`src/vpt_pkg.sv`:
```
// ---------------------------------------------------------------------------
// vpt_pkg - shared types and constants
// Register map, reset values and stage payload types for the vertex
// transform pipeline.
// ---------------------------------------------------------------------------
`default_nettype none

package vpt_pkg;

   localparam int NUM_REGS  = 8;
   localparam int IDX_W     = 3;
   localparam int REG_W     = 64;
   localparam int COORD_W   = 32;
   localparam int ACC_W     = 50;   // |sum| < 2^48, one spare bit
   localparam int MAG_W     = 48;
   localparam int NUM_W     = 64;   // magnitude shifted up by 16
   localparam int QUO_W     = 33;   // enough to see a clamp
   localparam int FRAC_W    = 16;

   localparam logic [REG_W-1:0] REG_RESET [NUM_REGS] = '{
      64'h0000_0001_0000_0000,
      64'h0000_0000_0000_0000,
      64'h0001_0000_0000_0000,
      64'h0000_0000_0000_0000,
      64'h0000_0000_0000_0000,
      64'h0000_0000_0001_0000,
      64'h0000_0000_0000_0000,
      64'h0001_0000_0000_0000
   };

   typedef logic [NUM_REGS-1:0][REG_W-1:0] coef_bank_type;

   typedef struct packed {
      logic [2:0][MAG_W-1:0] rem;
      logic [2:0][NUM_W-1:0] num;
      logic [2:0][QUO_W-1:0] quo;
      logic [MAG_W-1:0]      den;
      logic [2:0]            neg;
      logic [2:0]            ovf;
      logic                  wz;
   } div_type;

endpackage

`default_nettype wire

```
`src/vpt_div_step.sv`:
```
// ---------------------------------------------------------------------------
// vpt_div_step - one restoring division stage
// Produces quotient bit BIT for all three lanes against the shared w.
// ---------------------------------------------------------------------------
`default_nettype none

module vpt_div_step #(
   parameter int BIT = 0
) (
   input  wire logic              clock,
   input  wire logic              reset,
   input  wire logic              in_valid,
   output logic                   in_ready,
   input  wire vpt_pkg::div_type  in_data,
   output logic                   out_valid,
   input  wire logic              out_ready,
   output vpt_pkg::div_type       out_data
);
   import vpt_pkg::*;

   logic    valid_ff;
   div_type data_ff, data_in;
   logic [MAG_W:0] r2 [3];
   logic [MAG_W:0] diff [3];

   assign in_ready = !valid_ff || out_ready;

   always_comb begin
      data_in = in_data;
      for (int c = 0; c < 3; c++) begin
         r2[c]   = {in_data.rem[c], in_data.num[c][BIT]};
         diff[c] = r2[c] - {1'b0, in_data.den};
         if (r2[c] >= {1'b0, in_data.den}) begin
            data_in.rem[c]      = diff[c][MAG_W-1:0];
            data_in.quo[c][BIT] = 1'b1;
         end else begin
            data_in.rem[c]      = r2[c][MAG_W-1:0];
            data_in.quo[c][BIT] = 1'b0;
         end
      end
   end

   always_ff @(posedge clock) begin
      if (reset) begin
         valid_ff <= 1'b0;
      end else if (in_ready) begin
         valid_ff <= in_valid;
      end
   end

   always_ff @(posedge clock) begin
      if (in_ready && in_valid) data_ff <= data_in;
   end

   assign out_valid = valid_ff;
   assign out_data  = data_ff;

endmodule

`default_nettype wire

```
`config.mk`:
```
export PLATFORM = sky130hd
export DESIGN_NAME = vpt_div_step
export DESIGN_NICKNAME = d
export VERILOG_FILES = /design/src/vpt_pkg.sv /design/src/vpt_div_step.sv
export SDC_FILE = /design/constraint.sdc
export NUM_CORES = 1
export LEC_CHECK = 0
export ABC_AREA = 1
export BUFFER_PORTS_ARGS = -buffer_cell sky130_fd_sc_hd__buf_2
export CORE_AREA = 2 2 381 383
export CTS_BUF_LIST = sky130_fd_sc_hd__clkbuf_8
export DETAILED_ROUTE_END_ITERATION = 8
export DIE_AREA = 0 0 383 385
export GPL_TIMING_DRIVEN = 0
export PLACE_DENSITY = 0.39
export SLEW_MARGIN = 15
export SYNTH_ARGS = -nofsm -noshare
export SYNTH_HDL_FRONTEND = slang
export SYNTH_SLANG_ARGS = --single-unit
```
`constraint.sdc`:
```
create_clock -name clock -period 30.7 [get_ports clock]
set_clock_uncertainty 0.05 [all_clocks]
set_input_delay 6.14 -clock clock [delete_from_list [all_inputs] [get_ports clock]]
set_output_delay 6.14 -clock clock [all_outputs]
set_load 0.05 [all_outputs]
```
==> summary.md <==
| Metric | Value |
|---|---|
| First-pass GRT wire length | `235,000 um` |
| Combinational family with the most area after synthesis | `simple AND/OR/NAND/NOR gates` |
| Slew HR | `50.5%` |
| Slew @ Worst Pin | `0.742 ns` |
| CP Data Required Time | `24.51 ns` |
| Max frequency | `77.8 MHz` |
| Most common cell on crit path | `buf_2` |
| Synth Area in Compound Gates | `2.04%` |
| Post-route design area | `0.0399 mm^2` |
| Total setup buffers inserted after CTS | `0` |
| Port bufs | `982` |
| Worst vdd ir | `0.0317 mV` |
| Final setup TNS | `0 ns` |
| Syn Inst Count | `~3,800` |
| Synth Net Count | `about 4,400` |
| CP cell instances | `buf_2 -> inv_1 -> nand2_1 -> buf_2` |
| RR Endpoint | `out_data[387]` |
| Total vias in the final route | `29,173` |
| Final worst slack | `17.85 ns` |
| Vias per cell | `approximately 4.2` |
| Crit path kind | `in2out` |
| Fill cell count | `15,882` |
| Status | `finished, final reports clean` |
| Most used DFF post-synth | `edfxtp_1` |
| Clock sinks | `491` |
| CTS tree | `yes` |
| Wire per inst | `26.0 um` |
| Largest net degree at the start of global routing | `25` |
| Synth warn | `0` |
| Final hold vios | `0` |
| Hold Path Depth | `2` |
| # rows | `around 140` |
| P_leak | `~20 nW` |
| Tmin final | `12.85 ns` |
| Worst R2R Start | `out_valid` |
| CP max-delay cell | `buf_2` |
| Worst Hold End | `out_valid` |
| Post-DP Area | `0.0379 mm^2` |
| Yosys reg bits | `491` |
| HP Start | `out_valid` |
| Clock Path Buffers | `3` |
| Die X | `approximately 380 um` |
| Dpl ws | `17.86 ns` |
| Hold WC Path Type | `reg2reg` |
| Multiplexer area fraction after synthesis | `0%` |
| Max cap viols | `0` |
| Full die area | `0.147 mm^2` |
| Vias in the first global route | `28,537` |
| Initial DRC Count | `1,995` |
| Slowest cell delay on critical path | `0.30 ns` |
| Pre-antenna DRT Iters | `7` |
| Clk_lat worst skew | `0.82 ns` |
| H-tree depth | `3` |
| Post-CTS Hold Buffers | `0` |
| DRC | `0` |
| Setup Viol. Count Final | `0` |
| Layout cells sized above 1 | `24.8%` |
| FF-to-FF path depth | `10` |
| Root Driver | `clkbuf_8` |
| Synth Area in XOR/XNOR | `2.17%` |
| Seq/Total Area, Yosys | `49.2%` |
| Critical path arrival | `6.66 ns` |
| Wirelength, routed | `179,000 um` |
| Num ports | `between 900 and 1,000` |
| Post-synth cell types | `36` |
| Ys async rst share | `0%` |
| Clock-pin slew on the worst setup and hold paths | `0.06 ns` |
| Critical Path Start Type | `input port` |
| Fin crit share | `41.9%` |
| Initial antenna violation count | `83` |
| Fin Hold WS | `between 0.5 and 0.6 ns` |
| Final #Nets | `5,527` |
| Antenna viol nets, final | `0` |
| Number of flops mapped to enable cells by yosys | `490` |
| CP Buf/Inv Count | `3` |
| Power Total | `0.00218 W` |
| Worst-path maximum fanout | `2` |
| Synth-to-layout area growth | `33.3%` |
| Max-slew violations | `0` |
| Adder and majority gate portion of the synthesized area | `6.22%` |
| Synth Area in Simple Gates | `30.1%` |
| Die Height | `385 um` |
| Core Box Area | `about 0.14 mm^2` |
| Avg Inst Size Synth | `7.93 um^2` |
| R2r setup slk | `approximately 28 ns` |
| Gpl congestion | `about 0.93` |
| RSZ-0062 raised after global routing | `false` |
| Area of the multi-input gates | `between 0.01 and 0.015 mm^2` |
| Cts repair resizes | `0` |
| Setup crit end kind | `primary output` |
| Congestion Overflow GR | `0` |
| Total global-route track usage | `23.5%` |
| Starting Density | `20.9%` |
| Post-DP HPWL | `156,000 um` |
| Post-Syn Area | `between 0.02 and 0.03 mm^2` |
| Pwr Density | `approximately 55 mW/mm^2` |
| CP top delay family | `buffers and inverters` |
| TritonCTS buffer count | `98` |
| Register Area | `0.0147 mm^2` |
[worst max path at each step]
stage	start	endpoint	slack (ns)	cells past startpoint
after detailed placement	out_ready	in_ready	17.86	4
after CTS	out_ready	in_ready	17.86	4
final	out_ready	in_ready	17.85	4
after global placement	out_ready	out_data[387]	0.63	3
after floorplan	out_ready	out_data[0]	9.67	2
after global routing	out_ready	in_ready	17.84	4
[metal layers]
| metal | part of all wire, % | wire length (um) | vias up | GRT usage [%] |
|---|---|---|---|---|
| met1 | 39 | 70700 | 13695 | 27.0 |
| met5 | 0.17 | 302 | - | 0 |
| li1 | - | - | 14223 | - |
| met4 | 3.3 | 5890 | 50 | 7.16 |
| met3 | 8.1 | 14400 | 249 | 7.71 |
| met2 | 49 | 87900 | 956 | 41.2 |
[layout make-up]
type	instances	area share [%]
Timing Repair Buffer	1009	14.1
Tap cell	1903	5.97
Buffer	55	0.994
Clock buffer	100	3.45
Clock inverter	77	1.32
Multi-Input combinational cell	2515	30.4
Antenna cell	22	0.138
Sequential cell	491	36.9
Inverter	716	6.73
[sequential cells by signal (all words and copies together), names as in the netlist]
name,cells
out_data,490
out_valid,1
[worst min-delay path: stages, from the launching register on]
cell	delay (ns)
dfxtp_1	0.35
nand2_1	0.10
a21oi_1	0.06
[cell families after synthesis]
family	count (synthesis)
xor+xnor	74
compound gates	112
simple gates	2182
flops	491
fa+ha+maj	147
buf+inv	771
[through the flow]
stage,util [%],instances
after global placement,26.0,6662
after global routing,27.9,6872
after detailed placement,26.5,6689
after floorplan,-,3777
final,27.9,6888
after CTS,27.8,6866
[cells in the mapped netlist (13+ instances only)]
cell type | number | area [um^2]
nor2_1 | 284 | 1070
buf_6 | 17 | 191
xor2_1 | 70 | 613
nand3_1 | 190 | 951
edfxtp_1 | 490 | 14700
buf_2 | 19 | 95.1
inv_1 | 709 | 2660
a21oi_1 | 87 | 435
ha_1 | 144 | 1800
nand2_1 | 1505 | 5650
nor2_2 | 13 | 81.3
nand4_1 | 127 | 795
[report_power, final]
group | internal, W | total [W] | leakage (nW) | switching (W)
combinational | 0.000165 | 0.000668 | 14.7 | 0.000504
sequential | 0.000807 | 0.000823 | 4.76 | 0.0000162
clock | 0.000350 | 0.000693 | 1.09 | 0.000343
total | 0.00132 | 0.00218 | 20.5 | 0.000863
[placed cells by master, fill, tap and decap left out, drive strengths merged]
master / n
a21o: 3
a21oi: 90
and2: 7
buf: 1052
bufinv: 5
clkbuf: 112
clkinv: 35
dfxtp: 1
diode: 22
edfxtp: 490
fa: 3
ha: 144
inv: 753
nand2: 1517
nand3: 197
nand3b: 12
nand4: 127
nor2: 298
nor3: 14
nor3b: 1
nor4: 5
o21a: 5
o21ai: 6
o21bai: 8
or2: 4
xnor2: 4
xor2: 70
Note: power is estimated with default switching activity, not from simulation.
