File: src/vpt_pkg.sv
// ---------------------------------------------------------------------------
// vpt_pkg - shared types and constants
// Register map, reset values and stage payload types for the vertex
// transform pipeline.
// ---------------------------------------------------------------------------
`default_nettype none

package vpt_pkg;

   localparam int NUM_REGS  = 8;
   localparam int IDX_W     = 3;
   localparam int REG_W     = 64;
   localparam int COORD_W   = 32;
   localparam int ACC_W     = 50;   // |sum| < 2^48, one spare bit
   localparam int MAG_W     = 48;
   localparam int NUM_W     = 64;   // magnitude shifted up by 16
   localparam int QUO_W     = 33;   // enough to see a clamp
   localparam int FRAC_W    = 16;

   localparam logic [REG_W-1:0] REG_RESET [NUM_REGS] = '{
      64'h0000_0001_0000_0000,
      64'h0000_0000_0000_0000,
      64'h0001_0000_0000_0000,
      64'h0000_0000_0000_0000,
      64'h0000_0000_0000_0000,
      64'h0000_0000_0001_0000,
      64'h0000_0000_0000_0000,
      64'h0001_0000_0000_0000
   };

   typedef logic [NUM_REGS-1:0][REG_W-1:0] coef_bank_type;

   typedef struct packed {
      logic [2:0][MAG_W-1:0] rem;
      logic [2:0][NUM_W-1:0] num;
      logic [2:0][QUO_W-1:0] quo;
      logic [MAG_W-1:0]      den;
      logic [2:0]            neg;
      logic [2:0]            ovf;
      logic                  wz;
   } div_type;

endpackage

`default_nettype wire

File: src/vpt_sat.sv
// ---------------------------------------------------------------------------
// vpt_sat - sign, clamp and output register
// Applies the quotient sign, clamps to 32 bits and handles w equal to zero.
// ---------------------------------------------------------------------------
`default_nettype none

module vpt_sat (
   input  wire logic                         clock,
   input  wire logic                         reset,
   input  wire logic                         in_valid,
   output logic                              in_ready,
   input  wire vpt_pkg::div_type             in_data,
   output logic                              out_valid,
   input  wire logic                         out_ready,
   output logic [vpt_pkg::COORD_W-1:0]       out_x,
   output logic [vpt_pkg::COORD_W-1:0]       out_y,
   output logic [vpt_pkg::COORD_W-1:0]       out_z,
   output logic                              out_w_zero,
   output logic                              out_saturated
);
   import vpt_pkg::*;

   logic valid_ff;
   logic [COORD_W-1:0] res_ff [3];
   logic [COORD_W-1:0] res_in [3];
   logic wz_ff, sat_ff, sat_in;
   logic [QUO_W-1:0] q;
   logic [QUO_W-1:0] nq;

   assign in_ready = !valid_ff || out_ready;

   always_comb begin
      sat_in = 1'b0;
      for (int c = 0; c < 3; c++) begin
         q  = in_data.quo[c];
         nq = -q;
         if (!in_data.neg[c]) begin
            if (in_data.ovf[c] || q > 33'h0_7FFF_FFFF) begin
               res_in[c] = 32'h7FFF_FFFF;
               sat_in    = 1'b1;
            end else begin
               res_in[c] = q[COORD_W-1:0];
            end
         end else begin
            if (in_data.ovf[c] || q > 33'h0_8000_0000) begin
               res_in[c] = 32'h8000_0000;
               sat_in    = 1'b1;
            end else begin
               res_in[c] = nq[COORD_W-1:0];
            end
         end
         if (in_data.wz) res_in[c] = '0;
      end
      if (in_data.wz) sat_in = 1'b0;
   end

   always_ff @(posedge clock) begin
      if (reset) begin
         valid_ff <= 1'b0;
      end else if (in_ready) begin
         valid_ff <= in_valid;
      end
   end

   always_ff @(posedge clock) begin
      if (in_ready && in_valid) begin
         res_ff <= res_in;
         wz_ff  <= in_data.wz;
         sat_ff <= sat_in;
      end
   end

   assign out_valid     = valid_ff;
   assign out_x         = res_ff[0];
   assign out_y         = res_ff[1];
   assign out_z         = res_ff[2];
   assign out_w_zero    = wz_ff;
   assign out_saturated = sat_ff;

endmodule

`default_nettype wire

File: config.mk
export PLATFORM = sky130hd
export DESIGN_NAME = vpt_sat
export DESIGN_NICKNAME = d
export VERILOG_FILES = /design/src/vpt_pkg.sv /design/src/vpt_sat.sv
export SDC_FILE = /design/constraint.sdc
export NUM_CORES = 1
export LEC_CHECK = 0
export BUFFER_PORTS_ARGS = -buffer_cell sky130_fd_sc_hd__buf_2
export CAP_MARGIN = 20
export CELL_PAD_IN_SITES_DETAIL_PLACEMENT = 1
export CELL_PAD_IN_SITES_GLOBAL_PLACEMENT = 2
export CORE_AREA = 2 2 231 233
export CTS_BUF_LIST = sky130_fd_sc_hd__clkbuf_8
export CTS_CLUSTER_DIAMETER = 200
export CTS_CLUSTER_SIZE = 30
export DETAILED_ROUTE_END_ITERATION = 10
export DIE_AREA = 0 0 233 235
export MAX_ROUTING_LAYER = met4
export PLACE_DENSITY_LB_ADDON = 0.15
export SLEW_MARGIN = 10
export SYNTH_ARGS = -nofsm -noshare
export SYNTH_HDL_FRONTEND = slang
export SYNTH_SLANG_ARGS = --single-unit
File: constraint.sdc
create_clock -name clock -period 4.6 [get_ports clock]
set_clock_uncertainty 0.2 [all_clocks]
set_input_delay 0.46 -clock clock [delete_from_list [all_inputs] [get_ports clock]]
set_output_delay 0.46 -clock clock [all_outputs]
set_load 0.03 [all_outputs]
==> metrics.yaml, run 1 <==
grt:
  grt_pass1_vias: 7599
  grt_antenna_before_repair: 12
  grtUsageTotal_pct: 14.9
  grt_overflow: 0
  grt_max_degree: 36
  grt_pass1_wl_um: 56900
worst_setup_path:
  path_cells: "buf_2 -> inv_1 -> ha_1 -> nor4b_1 -> nand4_1 -> o41a_1 -> nand2b_1 -> or3_1 -> o211ai_1"
  rr_worst_depth: 3
  rrSetupSlack_ns: 2.54
  critPathLaunchType: "input pin"
  cp_slowest_cell: "o41a_1"
  r2r_end: "out_x[29]"
  critPathMaxStageDelay_ns: 0.63
  worstPathRequired_ns: 4.63
  worstPathArrival_ns: 3.40
  regToRegStartpoint: "out_valid"
  crit_fanout: 8
  worstSetupPathType: "input pin to flip-flop"
  end_kind: "flip-flop"
power:
  p_leak_nw: 3.14
  power_density_nw_per_um2: 258
  vdd_drop_max_uv: 96.4
synthesis:
  synth_top_cell_by_area: "edfxtp_1"
  synthTopCellsByArea: "edfxtp_1 43%, nor3_1 4.1%, o21ai_0 3.6%"
  syn_avg_cell_area_um2: 9.22
  yosysWarnings: 0
  synth_cell_type_count: 69
  yosysSeqAreaShare_pct: 43.4
  synth_compound_area_share_pct: 21.7
  synth-adder-area-share_pct: 1.10
  synth_top_flop_cell: "edfxtp_1"
  postSynthCellCount: 740
  synthXorXnorAreaFrac_pct: 0.899
  syn-num-nets: 1240
  yosysMostFrequentCell: "edfxtp_1"
  ys_async_sr_fraction_pct: 0
  synthTopCellsByCount: "98 x edfxtp_1, 56 x nor2_1, 56 x nor3_1, 49 x o21ai_0, 46 x nand2_1"
  synthMuxAreaShare_pct: 0
  synth_top_family_by_area: "simple AND/OR/NAND/NOR gates"
  synth_top_area_share_pct: 43.1
  synth-edff-count: 98
  netlist_area_um2: 6820
  synth-simple-area-share_pct: 29.2
  ys_ff_latch: 99
clock_tree:
  postCtsSetupRepairBufs: 0
  clock-root-buffer: "clkbuf_8"
  cts_inserted_buffers: 9
  clk_path_buf_depth: 2
  cts_tree: "yes"
  cts_sinks: 99
  clk_latency_ns: 0.44
  cts-htree-levels: 3
  clk_pin_slew_ns: 0.12
  post_cts_resized: 0
detailed_routing:
  drcViolationCount: 0
  vias: 7269
  wire_per_inst_um: 23.9
  drt-total-wl_um: 39600
  routed_via_density: 4.39
  drtPass1Iterations: 5
  drt_iter0_markers: 425
  ant_nets: 0
floorplanning:
  start_util_pct: 13.1
  die_area_um2: 54800
  rows: 84
  fp.dieH_um: 235
  die_w_um: 233
  fp.coreArea_um2: 52200
  num_io_pins: 594
timing:
  period_share_pct: 73.4
  max_freq_mhz: 296
  slew_headroom_pct: 39.3
  grt_setup_unrepaired: "false"
  tightest_slew_ns: 0.910
  finalWorstSetupSlack_ns: 1.22
  finalHoldViolCount: 0
  fin_crit_ns: 3.38
  setup_viol: 0
  tns_ns: 0
  finalMaxSlewViolations: 0
finish:
  layout.nets: 1450
  multi_input_area_um2: 3610
  drive_above_1_share_pct: 29.0
  fin_cells: 1654
  regArea_um2: 2960
  fill_cells: 6147
  syn2layout_area_growth_pct: 31.9
  final_cell_area_um2: 9000
min_path:
  hold_path_end: "out_y[29]"
  hold_start: "in_data[117]"
  min_path_cells: 2
  min_path_type: "input pin to flip-flop"
status:
  outcome: "finished clean"
job:
  drv_cap: 0
placement:
  dp.cells: 1625
  placed_area_um2: 8770
  portBuffers: 209
  post-place-ws_ns: 0.683
  dp_hpwl_um: 31200
  routabilityCongestion: 0.794
## critical path: cells and delay by family
kind                       cells  cell delay, ns
and+or+nand+nor                4            1.60
AOI/OAI and AO/OA              2            0.81
adders and majority gates      1            0.29
buffers and inverters          2            0.24
## registers in the layout, indices dropped and copies added, names as in the netlist
| signal | cells |
|---|---|
| out_z | 32 |
| out_saturated | 1 |
| out_w_zero | 1 |
| out_x | 32 |
| out_valid | 1 |
| out_y | 32 |
## what timing repair did
item,4_1_cts,5_1_grt
hold buffers,2,0
hold endpoints to repair,1,0
endpoints found under the setup margin,0,0
## stage by stage
stage	utilization, %	total power [W]	hold WS [ns]
final	17.2	0.00232	0.191
after global routing	17.2	0.00246	0.153
after CTS	17.2	0.00239	0.141
after detailed placement	16.8	0.00174	0.317
after global placement	16.8	0.00174	0.309
after floorplan	-	0.00143	0.329
## cell families after synthesis
| kind of cell | count (synthesis) |
|---|---|
| xor gates and xnor gates | 7 |
| and+or+nand+nor | 354 |
| buffers and inverters | 61 |
| adders and majority gates | 6 |
| DFF | 99 |
| AOI/OAI and AO/OA | 213 |
## area by class of cell
type	instances	share of cell area, %
well taps	688	9.56
clock buffers	9	1.38
inverters	22	0.918
multi-input cells	580	40.1
flip-flops and latches	99	32.9
diodes	11	0.306
clock inverters	7	0.681
repair buffers	238	14.1
## power breakdown
group          switching [W]  internal (W)
logic               0.000449      0.000163
clock network       0.000367      0.000245
registers          0.0000223       0.00107
## metal layers
metal / global-route usage (%) / vias to the layer above / share of wire (%)
li1: - / 3435 / -
met4: 4.61 / 0 / 3.0
met3: 5.24 / 37 / 6.8
met1: 18.7 / 3612 / 45
met2: 22.5 / 185 / 45
met5: - / - / 0
## layout by cell type (no fill, tap or decap), drive strengths merged, types with 11 or more instances in the layout
master,n
nand3,36
nand4,28
nand2b,12
o21ai,51
nor2,56
or3,28
diode,11
inv,24
a31oi,15
or4,16
edfxtp,98
nand2,47
a21oi,36
o311ai,30
nor4,30
nor3,56
buf,236
## worst max path at each step
stage	cells after the start	from	end
detailed placement	9	in_data[55]	out_x[29]
finish	9	in_data[55]	out_x[29]
floorplan	2	out_ready	out_saturated
CTS	9	in_data[55]	out_x[29]
global placement	9	in_data[55]	out_x[29]
global route	9	in_data[55]	out_x[29]
Power figures use the tool's default switching activity.
==> run 2, diff against run 1 <==
- clock period: 4.6 -> 3.4 ns (I/O delays scaled with it)
==> run 2 against run 1 <==
Against the previous run:
- combinational power is 39% higher
- via count is 1.0% higher
- global-route usage is 0.10 points higher
- setup slack worse by 0.73 ns
- critical path depth is 1 lower
- utilization is 0.59 points higher
- routed wire length is 1.1% higher
- clock power is 26% higher
- hold slack worse by 0.13 ns
- total power is 34% higher
- largest cell class unchanged
==> metrics.yaml, run 2 (same netlist as run 1, synthesis figures left out) <==
placement:
  dp_hpwl_um: 31700  # +1.7%
  placed_area_um2: 9090  # +3.7%
  routabilityCongestion: 0.795  # about the same
  portBuffers: 209  # unchanged
min_path:
  min_path_type: "input pin to flip-flop"
timing:
  slew_headroom_pct: 52.9  # +14 points
  max_freq_mhz: 344
  finalMaxSlewViolations: 0  # unchanged
  grt_setup_unrepaired: "false"
  period_share_pct: 85.6
  tightest_slew_ns: 0.701  # -0.210 ns
  finalHoldViolCount: 0  # unchanged
  tns_ns: 0  # unchanged
  fin_crit_ns: 2.91
  setup_viol: 0  # unchanged
worst_setup_path:
  rrSetupSlack_ns: 1.48  # -1.06 ns
  regToRegStartpoint: "out_valid"
  worstPathArrival_ns: 2.88  # -0.52 ns
  worstSetupPathType: "input pin to flip-flop"
  critPathLaunchType: "input pin"
  crit_end: "out_x[20]"
  r2r_end: "out_x[17]"
  cp-startpoint: "in_data[55]"
  worstPathRequired_ns: 3.37  # -1.26 ns
  end_kind: "flip-flop"
  crit_fanout: 5  # -3
  rr_worst_depth: 3  # unchanged
finish:
  final_common_cell: "buf_2"
  final_cell_area_um2: 9310  # +3.4%
  final_cell_mix: "209 x buf_2, 98 x edfxtp_1, 62 x buf_4"
  drive_above_1_share_pct: 31.7  # +2.7 points
  layout.nets: 1488  # +2.6%
  syn2layout_area_growth_pct: 36.4
floorplanning:
  rows: 84  # unchanged
  num_io_pins: 594  # unchanged
  die_area_um2: 54800  # unchanged
  start_util_pct: 13.1  # unchanged
  die_w_um: 233  # unchanged
  fp.dieH_um: 235  # unchanged
  fp.coreArea_um2: 52200  # unchanged
clock_tree:
  post_cts_resized: 0  # unchanged
  cts_inserted_buffers: 9  # unchanged
  cts_tree: "yes"
  clock-root-buffer: "clkbuf_8"
  cts-htree-levels: 3  # unchanged
  clk_pin_slew_ns: 0.13  # about the same
  clk_latency_ns: 0.45  # about the same
  clk_path_buf_depth: 2  # unchanged
  cts_sinks: 99  # unchanged
grt:
  grt_antenna_before_repair: 11  # -1
  grt_pass1_vias: 7714  # +1.5%
  grt_max_degree: 48  # +33%
  grt_pass1_wl_um: 57400  # +0.87%
  grtUsageTotal_pct: 15.0  # +0.10 points
  grt_overflow: 0  # unchanged
detailed_routing:
  ant_nets: 0  # unchanged
  routed_via_density: 4.34  # -1.3%
  drt-total-wl_um: 40000  # +1.1%
  drt_iter0_markers: 376  # -12%
  drcViolationCount: 0  # unchanged
  vias: 7345  # +1.0%
  wire_per_inst_um: 23.6  # -1.2%
  drtPass1Iterations: 4  # -1
job:
  drv_cap: 0  # unchanged
power:
  vdd_drop_max_uv: 139  # +44%
  power_density_nw_per_um2: 334  # +29%
  p_leak_nw: 3.33  # +6.1%
status:
  outcome: "finished clean"
==> run 2: cell types whose count changed in the layout (fill, tap and decap cells not counted), sizes merged <==
cell / change
clkinv: +1
buf: +38
diode: +1
bufinv: -1
==> run 2: how the worst min path moves through the flow <==
stage                 startpoint        end  slack, ns  depth (start not counted)
detailed placement         reset  out_valid       0.31                          2
floorplan                  reset  out_valid       0.21                          1
CTS                 in_data[117]  out_y[29]       0.01                          2
global route        in_data[111]  out_y[23]       0.04                          2
global placement           reset  out_valid       0.30                          2
finish              in_data[117]  out_y[29]       0.06                          2
==> run 2: final cells by class <==
cell class | instances | area (um^2)
Inverter | 22 | 82.6
Antenna cell | 12 | 30.0
Clock inverter | 7 | 45.0
Sequential cell | 99 | 2960
Fill cell | 6154 | 42900
Timing Repair Buffer | 276 | 1590
Clock buffer | 9 | 124
Tap cell | 688 | 861
Multi-Input combinational cell | 580 | 3610
==> run 2: per-stage QoR <==
step / setup slack (ns) / utilization, % / cells / hold WS, ns / total power, W
2_1_floorplan: 0.542 / - / 740 / 0.209 / 0.00193
3_3_place_gp: -0.0120 / 17.4 / 1663 / 0.298 / 0.00239
3_5_place_dp: 0.0190 / 17.4 / 1663 / 0.306 / 0.00238
4_1_cts: 0.494 / 17.8 / 1681 / 0.0115 / 0.00320
5_1_grt: 0.349 / 17.8 / 1693 / 0.0433 / 0.00328
6_report: 0.491 / 17.8 / 1693 / 0.0584 / 0.00311
==> run 2: power by group <==
part / internal, W / total (W) / switching, W / leakage, nW
Clock: 0.000264 / 0.000769 / 0.000505 / 0.0845
Sequential: 0.00145 / 0.00149 / 0.0000352 / 0.982
Combinational: 0.000242 / 0.000848 / 0.000605 / 2.26
==> run 2: worst max-delay path: stages <==
cell	delay (ns)
buf_2	0.12
inv_1	0.05
ha_1	0.27
or4b_1	0.49
or4_4	0.48
or4_4	0.49
or2_0	0.22
a311oi_1	0.43
==> run 2: what timing repair did <==
action / CTS / global route
buffers inserted: 0 / 0
endpoints found under the hold margin: 1 / 0
hold buffers: 2 / 0
==> run 2: layer usage <==
metal  share of wire [%]  up-vias  global-route usage (%)
met5                   0        -                       -
met4                 1.9        0                    3.44
met3                 5.7       24                    4.68
met2                  45      172                    22.9
met1                  47     3644                    19.4
li1                    -     3505                       -
